--- src/rtl/diff_drive_odometry_with_reset_core_defines.svh ---
// ----------------------------------------------------------------------------
// Odometry assertion macros
// Shared assertion forms for the odometry core. Clock clk, reset rst_n.
// ----------------------------------------------------------------------------
`ifndef DIFF_DRIVE_ODOMETRY_WITH_RESET_CORE_DEFINES_SVH
`define DIFF_DRIVE_ODOMETRY_WITH_RESET_CORE_DEFINES_SVH

// same-cycle implication
`define ODO_ASSERT_IMP(lbl, ante, cons, msg) \
  lbl: assert property (@(posedge clk) disable iff (!rst_n) (ante) |-> (cons)) else $error(msg);

// next-cycle implication
`define ODO_ASSERT_NXT(lbl, ante, cons, msg) \
  lbl: assert property (@(posedge clk) disable iff (!rst_n) (ante) |=> (cons)) else $error(msg);

`endif

--- src/rtl/odo_pkg.sv ---
// ----------------------------------------------------------------------------
// Odometry package
// Types, constants and the CORDIC arctangent table of the odometry core.
// ----------------------------------------------------------------------------
package odo_pkg;

  localparam int CORDIC_STEPS_DEF = 24;
  localparam int FRAC_BITS_DEF    = 16;

  localparam int CW        = 34;
  localparam int QDEPTH    = 2;

  localparam logic [29:0]          RAD_TO_BAM   = 30'd683565276;
  localparam logic signed [CW-1:0] CORDIC_START = 34'sd652032875;

  localparam logic [15:0] RADIUS_RST  = 16'd2785;
  localparam logic [15:0] PERIOD_RST  = 16'd3277;
  localparam logic [31:0] GAIN_RST    = 32'd8326;
  localparam logic [31:0] POS_X_RST   = 32'd3612;
  localparam logic [31:0] POS_Y_RST   = 32'hFFFF_FFE0;
  localparam logic [31:0] HEADING_RST = 32'd6835653;

  typedef enum logic {
    OP_SAMPLE  = 1'b0,
    OP_CORRECT = 1'b1
  } odo_op_t;

  typedef enum logic [1:0] {
    REG_RADIUS = 2'd0,
    REG_PERIOD = 2'd1,
    REG_GAIN   = 2'd2,
    REG_NONE   = 2'd3
  } odo_reg_t;

  // a/b: wheel speeds or new x/y, c: new heading
  typedef struct packed {
    odo_op_t     op;
    logic [31:0] a;
    logic [31:0] b;
    logic [31:0] c;
  } odo_item_t;

  typedef struct packed {
    logic busy;
    logic done;
  } cor_stat_t;

  function automatic logic [31:0] atan_bam(input logic [4:0] idx);
    logic [31:0] v;
    case (idx)
      5'd0:  v = 32'h20000000;
      5'd1:  v = 32'h12E4051E;
      5'd2:  v = 32'h09FB385B;
      5'd3:  v = 32'h051111D4;
      5'd4:  v = 32'h028B0D43;
      5'd5:  v = 32'h0145D7E1;
      5'd6:  v = 32'h00A2F61E;
      5'd7:  v = 32'h00517C55;
      5'd8:  v = 32'h0028BE53;
      5'd9:  v = 32'h00145F2F;
      5'd10: v = 32'h000A2F98;
      5'd11: v = 32'h000517CC;
      5'd12: v = 32'h00028BE6;
      5'd13: v = 32'h000145F3;
      5'd14: v = 32'h0000A2FA;
      5'd15: v = 32'h0000517D;
      5'd16: v = 32'h000028BE;
      5'd17: v = 32'h0000145F;
      5'd18: v = 32'h00000A30;
      5'd19: v = 32'h00000518;
      5'd20: v = 32'h0000028C;
      5'd21: v = 32'h00000146;
      5'd22: v = 32'h000000A3;
      5'd23: v = 32'h00000051;
      5'd24: v = 32'h00000029;
      5'd25: v = 32'h00000014;
      5'd26: v = 32'h0000000A;
      5'd27: v = 32'h00000005;
      5'd28: v = 32'h00000003;
      5'd29: v = 32'h00000001;
      5'd30: v = 32'h00000001;
      default: v = 32'h00000000;
    endcase
    return v;
  endfunction

endpackage

--- src/rtl/odo_front.sv ---
// ----------------------------------------------------------------------------
// Odometry front end
// Accepts requests, sorts them into sample or correction entries, and
// queues them for the back end.
// ----------------------------------------------------------------------------
module odo_front
  import odo_pkg::*;
(
  input  logic        clk,
  input  logic        rst_n,
  input  logic        in_valid,
  output logic        in_ready,
  input  logic        in_opcode,
  input  logic [31:0] in_left_wheel_speed,
  input  logic [31:0] in_right_wheel_speed,
  input  logic [31:0] in_new_x,
  input  logic [31:0] in_new_y,
  input  logic [31:0] in_new_heading,
  input  logic        pop,
  output logic        item_valid,
  output odo_item_t   item
);

  localparam int PW = $clog2(QDEPTH);

  odo_item_t       q_r [QDEPTH];
  logic [PW-1:0]   wp_r, wp_nxt, rp_r, rp_nxt;
  logic [PW:0]     cnt_r, cnt_nxt;
  odo_item_t       ent;
  logic            push;

  assign in_ready   = (cnt_r != (PW+1)'(QDEPTH));
  assign push       = in_valid && in_ready;
  assign item_valid = (cnt_r != '0);
  assign item       = q_r[rp_r];

  always_comb begin
    ent.op = odo_op_t'(in_opcode);
    ent.a  = (ent.op == OP_CORRECT) ? in_new_x : in_left_wheel_speed;
    ent.b  = (ent.op == OP_CORRECT) ? in_new_y : in_right_wheel_speed;
    ent.c  = in_new_heading;
  end

  always_comb begin
    wp_nxt  = wp_r;
    rp_nxt  = rp_r;
    cnt_nxt = cnt_r;
    if (push) begin
      wp_nxt = (wp_r == PW'(QDEPTH-1)) ? '0 : wp_r + 1'b1;
    end
    if (pop) begin
      rp_nxt = (rp_r == PW'(QDEPTH-1)) ? '0 : rp_r + 1'b1;
    end
    if (push && !pop) begin
      cnt_nxt = cnt_r + 1'b1;
    end else if (pop && !push) begin
      cnt_nxt = cnt_r - 1'b1;
    end
  end

  always_ff @(posedge clk) begin
    if (!rst_n) begin
      wp_r  <= '0;
      rp_r  <= '0;
      cnt_r <= '0;
    end else begin
      wp_r  <= wp_nxt;
      rp_r  <= rp_nxt;
      cnt_r <= cnt_nxt;
    end
  end

  always_ff @(posedge clk) begin
    if (push) begin
      q_r[wp_r] <= ent;
    end
  end

endmodule

--- config.mk ---
export PLATFORM = sky130hd
export DESIGN_NAME = odo_front
export DESIGN_NICKNAME = d
export VERILOG_FILES = /design/src/rtl/diff_drive_odometry_with_reset_core_defines.svh /design/src/rtl/odo_pkg.sv /design/src/rtl/odo_front.sv
export SDC_FILE = /design/constraint.sdc
export NUM_CORES = 1
export LEC_CHECK = 0
export BUFFER_PORTS_ARGS = -buffer_cell sky130_fd_sc_hd__buf_2
export CAP_MARGIN = 10
export CORE_ASPECT_RATIO = 0.5
export CORE_MARGIN = 3
export CORE_UTILIZATION = 55
export CTS_CLUSTER_DIAMETER = 40
export CTS_CLUSTER_SIZE = 40
export DETAILED_ROUTE_END_ITERATION = 10
export GPL_ROUTABILITY_DRIVEN = 0
export PLACE_DENSITY = 0.86
export SLEW_MARGIN = 20
export SYNTH_ARGS = -nofsm -noshare
export SYNTH_HDL_FRONTEND = slang
export SYNTH_SLANG_ARGS = --single-unit
export TNS_END_PERCENT = 5
--- constraint.sdc ---
create_clock -name clk -period 4.91 [get_ports clk]
set_input_delay 0.7365 -clock clk [delete_from_list [all_inputs] [get_ports clk]]
set_output_delay 0.7365 -clock clk [all_outputs]
set_load 0.03 [all_outputs]
==> flow_summary_export.csv <==
group,metric,value,unit
floorplan,die_width,177.9,um
final_layout,drive_gt1_share,68.34,%
yosys,synthCells,397,
grt,globalRoute.busiestLayer,"met2",
yosys,yosysSeqAreaShare,72.90,%
setup_path,path_delay_family,"flip-flops",
power,irDropWorstVdd,0.0002339,V
timing,setup_viol,0,
final_layout,diodes,0,
drt,drt_iter0_drc,183,
timing,clock_skew,0.01581,ns
setup_path,cp-start-kind,"register",
timing,drv_slew,0,
drt,wirelength,15930,um
grt,gr-usage-met1,20.98,%
grt,grt_usage,19.37,%
setup_path,cp.arrival,2.39,ns
drt,vias_per_cell,5.104,
cts,ctsLongestPathBuffers,2,
drt,dr_total_vias,4446,
setup_path,endpoint_kind,"output pin",
cts,clkLatencyLatePin,0.41,ns
floorplan,rows,30,
yosys,syn_nets,563,
timing,hold_viol_final,0,
timing,rsz0062_at_grt,"false",
floorplan,dieArea,16360,um2
status,status,"finished, final reports clean",
grt,grt_pass1_vias,4725,
floorplan,coreArea,14000,um2
cts,htree_levels,4,
hold_path,min_path_type,"primary input to register",
setup_path,cp_slowest_stage_delay,0.88,ns
cts,cts_tree,"built",
yosys,yosysWarningCount,0,
setup_path,cp.required,4.17,ns
yosys,yosysUniqueCellTypes,21,
grt,grt_antenna_before_repair,0,
timing,finalCriticalPeriod,3.130,ns
drt,first_pass_iters,4,
grt,grt_max_degree,68,
final_layout,areaGrowthSynthToFinish,25.06,%
floorplan,pin_count,264,
drt,routedWlPerCell,18.29,um
grt,grtUsageMet3,3.391,%
timing,tightest_slew,0.9259,ns
power,p_per_area,424.1,nW/um2
timing,fmax,319.5,MHz
place,postPlaceCellArea,9598,um2
drt,ant_nets,0,
grt,grt_pass1_wl,24040,um
power,leakage,0.003986,uW
drt,drc,0,
cts,cts.sinks,199,
yosys,synth-seq-cells,199,
grt,overflow,0,
cts,numCtsBuffers,17,
timing,timing.hold.ws,0.5106,ns
cts,cts_resized,0,
flow_run,cap_viol_max_count,0,
place,hpwl,11000,um
yosys,syn_avg_cell_area,20.48,um2
setup_path,worstSetupPathType,"register to output pin",
setup_path,slowest_stage,"dfxtp_4",
setup_path,cp_max_fo,61,
cts,cts_hold_buffers,0,
setup_path,critPathBufInv,2,
final_layout,mostFrequentLayoutCells,"263 x buf_2, 194 x edfxtp_1, 131 x mux2_2, 30 x mux2_4, 17 x clkbuf_16",
cts,path_clk_slew,0.07,ns
timing,tns,0,ns
final_layout,final_nets,832,
final_layout,fin_area,10170,um2
cts,cts_setup_buffers,0,
timing,final.period_utilization,63.75,%
grt,use_met2,37.27,%
final_layout,layout_commonest_cell,"buf_2",
floorplan,start_util,58.06,%
place,port_buffers,263,
timing,maxSlewHeadroom,38.27,%
yosys,netlist_area,8129,um2
cts,clockRootBuffer,"clkbuf_16",
setup_path,path_cells,"buf_4, mux2_2, buf_2",
floorplan,die_h,91.97,um
layout make-up:
| cell class | instances | area, um2 |
|---|---|---|
| flip-flops and latches | 199 | 5929 |
| fillers | 895 | 3835 |
| multi-input cells | 178 | 2064 |
| repair buffers | 268 | 1354 |
| clock buffers | 19 | 432.9 |
| well taps | 192 | 240.2 |
| clock inverters | 13 | 135.1 |
| inverters | 2 | 10.01 |
power breakdown:
| part | switching, uW | internal, uW | leakage, uW |
|---|---|---|---|
| clock network | 611 | 718 | 0.000279 |
| logic | 520 | 324 | 0.00185 |
| registers | 64.0 | 2070 | 0.00185 |
registers in the layout, summed over array words and instances (netlist names), named ones only:
name	count
rp_r	1
q_r	194
cnt_r	2
wp_r	1
cell usage after synthesis:
library cell / count / area, um2
dfxtp_1: 5 / 100.1
or3_1: 1 / 6.260
o21ai_0: 1 / 5.000
edfxtp_1: 194 / 5826
nand2b_4: 1 / 13.76
buf_2: 7 / 35.03
xor2_1: 2 / 17.52
a21boi_0: 1 / 7.510
xnor2_1: 1 / 8.760
or2_2: 1 / 6.260
a21bo_2: 1 / 10.01
mux2_2: 131 / 1475
inv_1: 2 / 7.510
buf_4: 6 / 45.04
buf_6: 5 / 56.30
nand3b_1: 1 / 7.510
a21boi_1: 1 / 7.510
and2_1: 4 / 25.02
mux2_4: 30 / 450.4
and3_1: 1 / 6.260
ha_1: 1 / 12.51
final timing paths:
kind                               from                    end  slack, ns  depth (start not counted)
setup / recovery               register                item[9]       1.78                          3
hold / removal        in_new_heading[4]    q_r[1][4]$_DFFE_PP_       0.51                          1
setup reg to reg  cnt_r[0]$_SDFFE_PN0P_   q_r[1][63]$_DFFE_PP_       2.60                          3
hold reg to reg   cnt_r[1]$_SDFFE_PN0P_  cnt_r[1]$_SDFFE_PN0P_       0.57                          2
metrics by stage:
stage	total power (uW)	util, %	setup WS, ns	std cells
6_report	4312	72.61	1.780	871
5_1_grt	4478	72.61	1.620	871
4_1_cts	4352	72.61	1.727	871
3_5_place_dp	3026	68.55	2.177	839
3_3_place_gp	2997	68.55	2.208	839
2_1_floorplan	2773	-	1.408	397
kinds of logic after synthesis:
group	synth area share (%)
AOI/OAI and AO/OA	0.3694
DFF	72.90
buffers and inverters	1.770
muxes	23.69
adders and majority gates	0.1539
and+or+nand+nor	0.8005
xor gates and xnor gates	0.3233
worst reg2reg max path: cells and delay by family, from the launching register on:
kind / cells / cell delay [ns]
buffers and inverters: 1 / 0.56
DFF: 1 / 0.40
and+or+nand+nor: 2 / 0.97
routing by layer:
metal	wire, um	up-vias
met5	0	-
met4	396	0
met3	653	28
met2	8943	134
met1	5937	2185
li1	-	2099
Power figures use the tool's default switching activity.
